**src/rtl/mavg_pkg.sv**
```systemverilog
// Package for the moving-average window block.
// Holds sizing constants, the FSM state type, the divider status struct and the length clamp.
// No dependencies.
package mavg_pkg;

    localparam int MAX_WINDOW  = 64;
    localparam int SAMPLE_BITS = 16;

    // Derived sizes
    localparam int POS_BITS    = (MAX_WINDOW > 1) ? $clog2(MAX_WINDOW) : 1;
    localparam int LEN_BITS    = $clog2(MAX_WINDOW + 1);
    localparam int SUM_BITS    = SAMPLE_BITS + POS_BITS;
    localparam int FRAC_BITS   = 8;
    localparam int AVG_BITS    = SAMPLE_BITS + FRAC_BITS;
    localparam int DIV_BITS    = SUM_BITS + FRAC_BITS;
    localparam int CNT_BITS    = $clog2(DIV_BITS + 1);
    localparam int S_TDATA_BITS = ((SAMPLE_BITS + 7) / 8) * 8;
    localparam int M_TDATA_BITS = ((AVG_BITS + 7) / 8) * 8;

    localparam logic [LEN_BITS-1:0] LEN_RESET = LEN_BITS'(8);
    localparam logic [LEN_BITS-1:0] LEN_MIN   = LEN_BITS'(1);
    localparam logic [LEN_BITS-1:0] LEN_MAX   = LEN_BITS'(MAX_WINDOW);

    typedef enum logic [4:0] {
        ST_IDLE   = 5'b00001,
        ST_UPDATE = 5'b00010,
        ST_START  = 5'b00100,
        ST_DIVIDE = 5'b01000,
        ST_HOLD   = 5'b10000
    } state_t;

    typedef struct packed {
        logic busy;
        logic done;
    } div_stat_t;

    // Clamp a written length into 1..MAX_WINDOW.
    function automatic logic [LEN_BITS-1:0] clamp_len(input logic [LEN_BITS-1:0] v);
        logic [LEN_BITS-1:0] r;
        if (v == '0) begin
            r = LEN_MIN;
        end else if (v > LEN_MAX) begin
            r = LEN_MAX;
        end else begin
            r = v;
        end
        return r;
    endfunction

endpackage

```
**src/rtl/mavg_ram.sv**
```systemverilog
// Generic single-write, single-read synchronous RAM, registered read data.
// Standalone; used for the sample ring store.
module mavg_ram #(
    parameter int WIDTH = 16,
    parameter int DEPTH = 64
) (
    input  logic                                          aclk,
    input  logic                                          we,
    input  logic [((DEPTH > 1) ? $clog2(DEPTH) : 1)-1:0] waddr,
    input  logic [WIDTH-1:0]                              wdata,
    input  logic                                          re,
    input  logic [((DEPTH > 1) ? $clog2(DEPTH) : 1)-1:0] raddr,
    output logic [WIDTH-1:0]                              rdata
);

    logic [WIDTH-1:0] mem [DEPTH];
    logic [WIDTH-1:0] rdata_reg;

    always_ff @(posedge aclk) begin
        if (we) begin
            mem[waddr] <= wdata;
        end
        if (re) begin
            rdata_reg <= mem[raddr];
        end
    end

    assign rdata = rdata_reg;

endmodule

```
**src/rtl/mavg_div.sv**
```systemverilog
// Bit-serial restoring divider: unsigned dividend by the window length.
// One quotient bit per cycle. Depends on mavg_pkg.
module mavg_div (
    input  logic                              aclk,
    input  logic                              aresetn,
    input  logic                              start,
    input  logic [mavg_pkg::DIV_BITS-1:0]     dividend,
    input  logic [mavg_pkg::LEN_BITS-1:0]     divisor,
    output mavg_pkg::div_stat_t               stat,
    output logic [mavg_pkg::DIV_BITS-1:0]     quotient
);
    import mavg_pkg::*;

    logic [DIV_BITS-1:0] quo_reg, quo_next;
    logic [LEN_BITS:0]   rem_reg, rem_next;
    logic [LEN_BITS-1:0] dsr_reg;
    logic [CNT_BITS-1:0] cnt_reg;
    logic                busy_reg, done_reg;
    logic [LEN_BITS:0]   trial;
    logic                fits;

    // Shift in the next dividend bit, subtract if the divisor fits.
    always_comb begin
        trial    = {rem_reg[LEN_BITS-1:0], quo_reg[DIV_BITS-1]};
        fits     = (trial >= {1'b0, dsr_reg});
        rem_next = fits ? (trial - {1'b0, dsr_reg}) : trial;
        quo_next = {quo_reg[DIV_BITS-2:0], fits};
    end

    always_ff @(posedge aclk) begin
        if (!aresetn) begin
            busy_reg <= 1'b0;
            done_reg <= 1'b0;
            cnt_reg  <= '0;
        end else begin
            done_reg <= 1'b0;
            if (start && !busy_reg) begin
                busy_reg <= 1'b1;
                cnt_reg  <= CNT_BITS'(DIV_BITS);
            end else if (busy_reg) begin
                cnt_reg <= cnt_reg - 1'b1;
                if (cnt_reg == CNT_BITS'(1)) begin
                    busy_reg <= 1'b0;
                    done_reg <= 1'b1;
                end
            end
        end
    end

    always_ff @(posedge aclk) begin
        if (start && !busy_reg) begin
            quo_reg <= dividend;
            rem_reg <= '0;
            dsr_reg <= divisor;
        end else if (busy_reg) begin
            quo_reg <= quo_next;
            rem_reg <= rem_next;
        end
    end

    assign stat.busy = busy_reg;
    assign stat.done = done_reg;
    assign quotient  = quo_reg;

endmodule

```
**src/rtl/moving_average_window.sv**
```systemverilog
// Moving-average window, top level.
// Depends on mavg_pkg, mavg_ram (sample ring store) and mavg_div (serial divider).
//
// Channels: s_* takes one signed sample per transfer (s_tdata, low bits); m_* gives
// one average per sample, signed, 8 fraction bits, truncated toward zero.
// cfg_we/cfg_wdata write window_length (0 reads as 1, above 64 saturates to 64).
// Every write, even of the same value, empties the window; write only while idle.
//
// Flow: one sample at a time, through these steps from its transfer to its result on
// m_*: the ring-store read and running-sum update, the divider load, the bit-serial
// divide (one quotient bit per cycle over the 30-bit scaled sum), the divider's done
// flag, and the move of the quotient to m_*. s_tready is high only while idle, so a
// new sample is taken only after the last one's result has reached the output
// register. A result may wait on m_* while the next sample is worked on; if the
// receiver stalls and a second result is ready, the block holds it and keeps
// s_tready low until the output register frees up.
//
// Reset: length 8, running sum and write position zero; per-entry valid bits
// make every store entry read as zero at once, so no clearing pass is needed.
module moving_average_window (
    input  logic                                  aclk,
    input  logic                                  aresetn,
    // config
    input  logic                                  cfg_we,
    input  logic [mavg_pkg::LEN_BITS-1:0]         cfg_wdata,  // window_length
    // sample input
    input  logic                                  s_tvalid,
    output logic                                  s_tready,
    input  logic [mavg_pkg::S_TDATA_BITS-1:0]     s_tdata,    // [15:0] sample
    // average output
    output logic                                  m_tvalid,
    input  logic                                  m_tready,
    output logic [mavg_pkg::M_TDATA_BITS-1:0]     m_tdata     // [23:0] average
);
    import mavg_pkg::*;

    state_t                 state_reg, state_next;
    logic [LEN_BITS-1:0]    len_reg;
    logic [POS_BITS-1:0]    pos_reg;       // next ring slot to overwrite
    logic [POS_BITS-1:0]    addr_reg;      // slot of the sample in flight
    logic [SUM_BITS-1:0]    sum_reg;
    logic [MAX_WINDOW-1:0]  valid_reg;     // slot written since last clear
    logic                   old_valid_reg;
    logic [SAMPLE_BITS-1:0] sample_reg;
    logic                   sign_reg;
    logic                   out_valid_reg;
    logic [AVG_BITS-1:0]    out_data_reg;

    logic                   accept;
    logic [POS_BITS-1:0]    pos_eff;
    logic [SAMPLE_BITS-1:0] ram_rdata;
    logic [SAMPLE_BITS-1:0] old_sample;
    logic [SUM_BITS-1:0]    sum_next;
    logic [LEN_BITS:0]      pos_inc;
    logic [POS_BITS-1:0]    pos_wrap;
    logic [SUM_BITS-1:0]    sum_mag;
    logic [DIV_BITS-1:0]    dividend;
    logic [DIV_BITS-1:0]    quotient;
    logic [AVG_BITS-1:0]    avg_mag;
    logic [AVG_BITS-1:0]    avg_val;
    logic                   out_free;
    div_stat_t              div_stat;

    assign s_tready = (state_reg == ST_IDLE);
    assign accept   = s_tvalid && s_tready;
    assign out_free = !out_valid_reg || m_tready;

    // Position guard: wrap to slot 0 if it ever sits at or past the length.
    assign pos_eff = ({1'b0, pos_reg} >= len_reg) ? '0 : pos_reg;

    // Read the slot about to be replaced; the write-back happens in ST_UPDATE,
    // before the next read can issue, so no forwarding is needed.
    mavg_ram #(
        .WIDTH (SAMPLE_BITS),
        .DEPTH (MAX_WINDOW)
    ) u_store (
        .aclk  (aclk),
        .we    (state_reg == ST_UPDATE),
        .waddr (addr_reg),
        .wdata (sample_reg),
        .re    (accept),
        .raddr (pos_eff),
        .rdata (ram_rdata)
    );

    // Running-sum update: add new sample, drop the one leaving the window.
    always_comb begin
        old_sample = old_valid_reg ? ram_rdata : '0;
        sum_next   = sum_reg
                   + {{(SUM_BITS-SAMPLE_BITS){sample_reg[SAMPLE_BITS-1]}}, sample_reg}
                   - {{(SUM_BITS-SAMPLE_BITS){old_sample[SAMPLE_BITS-1]}}, old_sample};
        pos_inc    = {1'b0, {(LEN_BITS-POS_BITS){1'b0}}, addr_reg} + 1'b1;
        pos_wrap   = (pos_inc >= {1'b0, len_reg}) ? '0 : pos_inc[POS_BITS-1:0];
    end

    // Divide the magnitude of sum * 256, restore the sign afterwards.
    assign sum_mag  = sum_reg[SUM_BITS-1] ? (~sum_reg + 1'b1) : sum_reg;
    assign dividend = {sum_mag, {FRAC_BITS{1'b0}}};

    mavg_div u_div (
        .aclk     (aclk),
        .aresetn  (aresetn),
        .start    (state_reg == ST_START),
        .dividend (dividend),
        .divisor  (len_reg),
        .stat     (div_stat),
        .quotient (quotient)
    );

    assign avg_mag = quotient[AVG_BITS-1:0];
    assign avg_val = sign_reg ? (~avg_mag + 1'b1) : avg_mag;

    always_comb begin
        state_next = state_reg;
        case (state_reg)
            ST_IDLE:   if (accept) state_next = ST_UPDATE;
            ST_UPDATE: state_next = ST_START;
            ST_START:  state_next = ST_DIVIDE;
            ST_DIVIDE: if (div_stat.done) state_next = ST_HOLD;
            ST_HOLD:   if (out_free) state_next = ST_IDLE;
            default:   state_next = ST_IDLE;
        endcase
    end

    // Control state
    always_ff @(posedge aclk) begin
        if (!aresetn) begin
            state_reg     <= ST_IDLE;
            len_reg       <= LEN_RESET;
            pos_reg       <= '0;
            sum_reg       <= '0;
            valid_reg     <= '0;
            out_valid_reg <= 1'b0;
        end else begin
            state_reg <= state_next;
            if (cfg_we) begin
                // empties the window
                len_reg   <= clamp_len(cfg_wdata);
                pos_reg   <= '0;
                sum_reg   <= '0;
                valid_reg <= '0;
            end else if (state_reg == ST_UPDATE) begin
                sum_reg             <= sum_next;
                pos_reg             <= pos_wrap;
                valid_reg[addr_reg] <= 1'b1;
            end
            if (state_reg == ST_HOLD && out_free) begin
                out_valid_reg <= 1'b1;
            end else if (m_tready) begin
                out_valid_reg <= 1'b0;
            end
        end
    end

    // Payload
    always_ff @(posedge aclk) begin
        if (accept) begin
            sample_reg    <= s_tdata[SAMPLE_BITS-1:0];
            addr_reg      <= pos_eff;
            old_valid_reg <= valid_reg[pos_eff];
        end
        if (state_reg == ST_START) begin
            sign_reg <= sum_reg[SUM_BITS-1];
        end
        if (state_reg == ST_HOLD && out_free) begin
            out_data_reg <= avg_val;
        end
    end

    assign m_tvalid = out_valid_reg;
    assign m_tdata  = M_TDATA_BITS'(out_data_reg);

    // Assertions

    // The divider only finishes while the FSM is waiting for it.
    a_div_done_in_divide: assert property (@(posedge aclk) disable iff (!aresetn)
        div_stat.done |-> (state_reg == ST_DIVIDE))
        else $error("divider done outside divide state");

    // Write position always lies inside the current window.
    a_pos_in_window: assert property (@(posedge aclk) disable iff (!aresetn)
        ({1'b0, pos_reg} < len_reg))
        else $error("write position outside window");

    // An empty window must have a zero running sum.
    a_empty_sum_zero: assert property (@(posedge aclk) disable iff (!aresetn)
        (valid_reg == '0) |-> (sum_reg == '0))
        else $error("running sum nonzero with empty window");

    // A sample transfer is followed in the next cycle by ST_UPDATE, with s_tready low.
    a_accept_writes: assert property (@(posedge aclk) disable iff (!aresetn)
        accept |=> (state_reg == ST_UPDATE) && !s_tready)
        else $error("sample transfer not followed by update");

endmodule

```
**config.mk**
```make
export PLATFORM = sky130hd
export DESIGN_NAME = moving_average_window
export DESIGN_NICKNAME = d
export VERILOG_FILES = /design/src/rtl/mavg_pkg.sv /design/src/rtl/mavg_ram.sv /design/src/rtl/mavg_div.sv /design/src/rtl/moving_average_window.sv
export SDC_FILE = /design/constraint.sdc
export NUM_CORES = 2
export LEC_CHECK = 0
export BUFFER_PORTS_ARGS = -buffer_cell sky130_fd_sc_hd__buf_2
export CORE_ASPECT_RATIO = 1.2
export CORE_MARGIN = 8
export CORE_UTILIZATION = 60
export CTS_CLUSTER_DIAMETER = 80
export DETAILED_ROUTE_END_ITERATION = 16
export PLACE_DENSITY = 0.73
export REMOVE_ABC_BUFFERS = 1
export SLEW_MARGIN = 0
export SYNTH_ARGS = -nofsm -noshare
export SYNTH_HDL_FRONTEND = slang
export SYNTH_HIERARCHICAL = 1
export SYNTH_SLANG_ARGS = --single-unit
```
**constraint.sdc**
```tcl
create_clock -name aclk -period 4.5 [get_ports aclk]
set_input_delay 1.125 -clock aclk [delete_from_list [all_inputs] [get_ports aclk]]
set_output_delay 1.125 -clock aclk [all_outputs]
set_load 0.01 [all_outputs]
```
# == Yosys cells after proc, flatten, opt, wreduce, memory -nomap -nowiden ==
# Memory sizes are Yosys's and may differ from the RTL's. A register that Yosys moved wholly into a read port is not among the register bits.
# Cells that the tools add are included.
# word_totals
ff_bits,204
ramBits,1024
inputBits,28
out_inout_bits,26
elab_cells,90
mem_count,1
# mem_list
name,depth,width,read_ports,rd_ports_with_merged_regs,write_ports,line_no,text
u_store.mem,64,16,1,1,1,mavg_ram.sv:16,logic [WIDTH-1:0] mem [DEPTH];
# classes
n_addsub,7
order_cmp,7
eq_ne,9
mux,28
bitwise_logic,5
n_reduce_logical,14
# ops
cell,n
$or A64 B64 Y64,1
$mux W30,2
$mux W5,5
$pmux W5 S5,1
$add A24 B1 Y24 const B,1
$mux W24,1
$not A24 Y24,1
$add A22 B1 Y22 const B,1
$add A22 B22 Y22,1
$mux W22,1
$not A22 Y22,1
$sub A22 B22 Y22,1
$mux W7,3
$mux W16,1
$lt A6 B7 Y1 const B,2
$mux W6,2
$eq A5 B1 Y1 const B,2
$mux W1,10
$ge A8 B7 Y1,1
$add A6 B1 Y7 const B,1
$ge A6 B7 Y1,1
$ge A7 B7 Y1,1
$gt A7 B7 Y1 const B,1
$logic_not A7 Y1,1
19 further kinds,27

# == Logic depth before layout (Yosys ltp) ==
# logic_depth
depth_word,5
ltp_mapped,19
ltp_nobuf,14

# == By module ==
# Netlist, hierarchy kept.
# modules_own_cells
module,instances,cells_each,area_per_inst_um2,seq_area_each_um2
mavg_ram,1,1829,40202.3,31230.0
moving_average_window,1,972,8757.1,3543.4
mavg_div,1,198,2511.2,1391.3

# == Worst setup path after synthesis ==
# OpenSTA, ideal clock, no wires.
# synth_path
kind,reg-to-reg
start,reg pos_reg[0]
end,"reg u_store.rdata_reg[12], in the netlist u_store/rdata[12] (read register of u_store.mem), data pin"
setup_ps,256
t_arrival_ps,3465
t_required_ps,4244
slack_ps,779
stages_incl_launch_ff,17
n_path_buf,6
period_less_slack_ps,3721
cell_sequence,dfxtp_1 -> buf_2 -> buf_2 -> inv_1 -> ha_1 -> nor2b_1 -> o21ai_0 -> a2bb2oi_2 -> clkbuf_1 -> and2_1 -> buf_6 -> buf_6 -> buf_4 -> mux4_2 -> a22oi_1 -> nand3_1 -> and4_1
# synth_between
elab_chain_len,2
# synth_rtl
item,line_no,text
"start, declared",moving_average_window.sv:39,logic [POS_BITS-1:0] pos_reg;
"start signal, assigned",moving_average_window.sv:144,pos_reg <= pos_wrap;
$ge A6 B7 Y1,moving_average_window.sv:69,"assign pos_eff = ({1'b0, pos_reg} >= len_reg) ? '0 : pos_reg;"
$mux W6 (*),moving_average_window.sv:69,
net pos_eff[0],moving_average_window.sv:50,logic [POS_BITS-1:0] pos_eff;
"end, declared",mavg_ram.sv:17,logic [WIDTH-1:0] rdata_reg;
# Mark *: on every way through the listed nets, which the timed path passes. The rest lies on a longest branch.
# A chain may end at the register's enable or synchronous reset.

# == Worst setup path in the final report ==
# layout_path
start,reg len_reg[4]
end,"reg u_store.rdata_reg[2], in the netlist u_store/rdata[2] (read register of u_store.mem), data pin"
# layout_between
elab_chain_len,2
# layout_rtl
item,line_no,text
"start, declared",moving_average_window.sv:38,logic [LEN_BITS-1:0] len_reg;
"start signal, assigned",moving_average_window.sv:138,len_reg <= clamp_len(cfg_wdata);
$ge A6 B7 Y1,moving_average_window.sv:69,
$mux W6,moving_average_window.sv:69,
net pos_eff[0],moving_average_window.sv:50,
# The timed path passes the listed nets, and every way through them passes these cells.

==> metrics.sh <==
WORST_HOLD_PATH_TYPE='flop to flop'
RSZ0062_AT_GRT='false'
LARGEST_REG_FLOPS=1024
PLACE_HPWL_MM=76.6
DESIGN.DIE.AREA_MM2=0.0954
WORST_SKEW_PAIR_LATENCY_NS=0.71
P_INT_uW=19000
TOTAL_NUMBER_OF_NETS_IN_THE_FINAL_DESIGN=3277
FINAL_WEIGHTED_CONGESTION_IN_ROUTABILITY_DRIVEN_PLACEMENT=0.905
FILLERS=5517
ROW_COUNT=117
POWER.DENSITY_mW_PER_MM2=430
DRV_SLEW=0
PRECTSSETUPSLACK_NS=0.492
FINAL.SETUP.WORST_SLACK_NS=0.478
SYNTH.CELL_AREA_MM2=0.0515
GRT_MAX_DEGREE=82
VDD_IR_DROP_MAX_uV=400
TOTAL_BUFFERS_AND_INVERTERS_TRAVERSED_BY_THE_CRITICAL_PATH=3
DETAIL_ROUTE.DRC_VIOLATIONS=0
GRTUSAGETOTAL=0.252
H-TREE-DEPTH=3
CLKSLEWWORSTSETUPHOLDPATHS_NS=0.07
CHIPWIDTH_UM=283
MOSTFREQUENTLAYOUTCELL='edfxtp_1'
DRT_FIRST_ITER_VIOLATIONS=2940
HOLD-WORST-SLACK_NS=0.436
CP_SLOWEST_CELL='mux4_2'
CRITICAL_PATH_ARRIVAL_NS=4.48
LAYOUT_WORST_PATH_CYCLE_SHARE=0.894
DR.PASS1.ITERS=6
FINCLKSKEW_NS=0.0494
FINAL_CELL_MIX='edfxtp_1 (1125), mux4_2 (228), nor2_1 (186)'
CRITPATHCAPTURETYPE='flop'
GRT_FIRST_PASS_WIRELENGTH_MM=181
WL_PER_CELL_UM=27.5
CLOCK_SINK_COUNT=1244
VIAS_IN_THE_FIRST_GLOBAL_ROUTE=28500
ANTENNA_VIOLATING_NETS_LEFT=0
CLOCK_TREE.ROOT_CELL='clkbuf_16'
OVERFLOW=0
SYN_AVG_CELL_AREA_UM2=17.2
POSTLAYOUTCELLAREA_MM2=0.0572
REPORT.FINAL.HOLD_VIOL_COUNT=0
STATUS='complete, no violations'
CTS_HOLD_REPAIR.BUFFERS=0
SYNTHESIZED_INSTANCE_COUNT=2998
CTS_REPAIR_RESIZE_COUNT=0
TOP_LEVEL_PORTS=54
INITIAL_UTILIZATION=0.606
ROUTED-VIA-COUNT=28100
TIMING.CRITICAL_PATH.MAX_DELAY_FAMILY='simple AND/OR/NAND/NOR gates'
TIMING.SLEW.HEADROOM=0.104
IO_BUF_COUNT=53
FLOW.AREA_GROWTH_FROM_SYNTHESIS_PCT=11.2
ROUTE.FINAL.WIRE_LENGTH_MM=121
CTS.PATH.MAX_BUFFERS=3
TIMING.FINAL.CRIT_PERIOD_NS=4.02
TIMING.CRITICAL_PATH.REQUIRED_NS=4.96
CTS_POST_SETUP_BUFFERS_INSERTED=0
NUMBER_OF_ANTENNA_VIOLATIONS_AT_THE_FIRST_CHECK_IN_GLOBAL_ROUTING=6
REGISTER_AREA_MM2=0.0362
CTS-BUFFERS-INSERTED=116
MAX-CAP-VIOLATIONS=0
NUMBER_OF_SETUP_VIOLATIONS_IN_THE_FINAL_REPORT=0
CP_CELL_SEQUENCE='inv_1, ha_1, a21o_1, a21oi_1, a2bb2oi_2, and2_4, buf_12, buf_4, mux4_2, mux2_2, nand2_1, nand4_1, and4_1'
CTS_TREE='built'
POWER.SHARE.COMBINATIONAL=0.075
CRITPATHMAXSTAGEDELAY_NS=0.53
LAYOUT-DRIVE-GT1-SHARE=0.217
STARTPOINT_TYPE='flop'
PWR-SHARE-CLK=0.391
SHARE_OF_THE_CORE_FILLED_WITH_CELLS=0.674
PATH_MAX_FANOUT=40
POWER_SWITCHING_SHARE=0.229
MULTI_INPUT_COMB_AREA_MM2=0.0140
TIMING_WORST_SLEW_PIN_VALUE_NS=1.33
FMAXACHIEVABLE_GHz=0.249
CRITICALPATHCATEGORY='flop to flop'
ROUTED_VIA_DENSITY=6.38
NET-SWITCHING-POWER_uW=5630
LEAKAGEPOWER_uW=0.0185
CORE-AREA_MM2=0.0849
YOSYSWARNINGCOUNT=6
PWR-SHARE-SEQ=0.533
DPL_CELL_AREA_MM2=0.0535
DIE_HEIGHT_UM=337
==> path summary, 6_finish.rpt <==
path              cells after the start  slack [ns]                          to                    start
setup / recovery                     13        0.48  u_store/rdata[2]$_DFFE_PP_  len_reg[4]$_SDFFE_PN0P_
hold / removal                        0        0.44  u_div/dsr_reg[5]$_DFFE_PP_  len_reg[5]$_SDFFE_PN0P_
setup reg to reg                     13        0.48  u_store/rdata[2]$_DFFE_PP_  len_reg[4]$_SDFFE_PN0P_
hold reg to reg                       0        0.44  u_div/dsr_reg[5]$_DFFE_PP_  len_reg[5]$_SDFFE_PN0P_
==> worst register-to-register path, delay by kind of cell, from the launching register on <==
kind / cells / cell delay [ns]
adder cells (fa/ha/maj): 1 / 0.32
multiplexers: 2 / 0.81
AND/OR/NAND/NOR: 4 / 1.00
flip-flops: 1 / 0.33
AO/OA/AOI/OAI: 3 / 0.52
buffers and inverters: 3 / 0.82
==> stage by stage <==
| stage | total power, µW | TNS, ns | instances |
|---|---|---|---|
| final | 24600 | 0 | 4406 |
| after global routing | 25300 | 0 | 4405 |
| after CTS | 24700 | 0 | 4404 |
| after detailed placement | 15200 | 0 | 4192 |
| after global placement | 15100 | 0 | 4192 |
| after floorplan | 14500 | -174.79 | 2856 |
==> routing by layer <==
metal	share of wire	vias up	track usage
li1	-	12100	-
met3	0.079	299	0.0362
met2	0.50	1364	0.429
met4	0.055	2	0.130
met1	0.37	14300	0.317
met5	0.000091	-	0
==> final cells by class <==
cell class / instances / share of cell area
diodes: 2 / 0.0000874
clock buffers: 133 / 0.0522
clock inverters: 79 / 0.0128
inverters: 119 / 0.00780
multi-input cells: 1493 / 0.244
flip-flops and latches: 1244 / 0.632
well taps: 1130 / 0.0247
repair buffers: 206 / 0.0264
==> power groups by stage <==
stage                     combinational (µW)  sequential, µW  clock (µW)
after global placement                  1740           13400           0
after floorplan                         1020           13500           0
after global routing                    2020           13100       10200
after detailed placement                1830           13400           0
final                                   1860           13100        9630
after CTS                               1840           13100        9750
(Power assumes the default switching activity.)
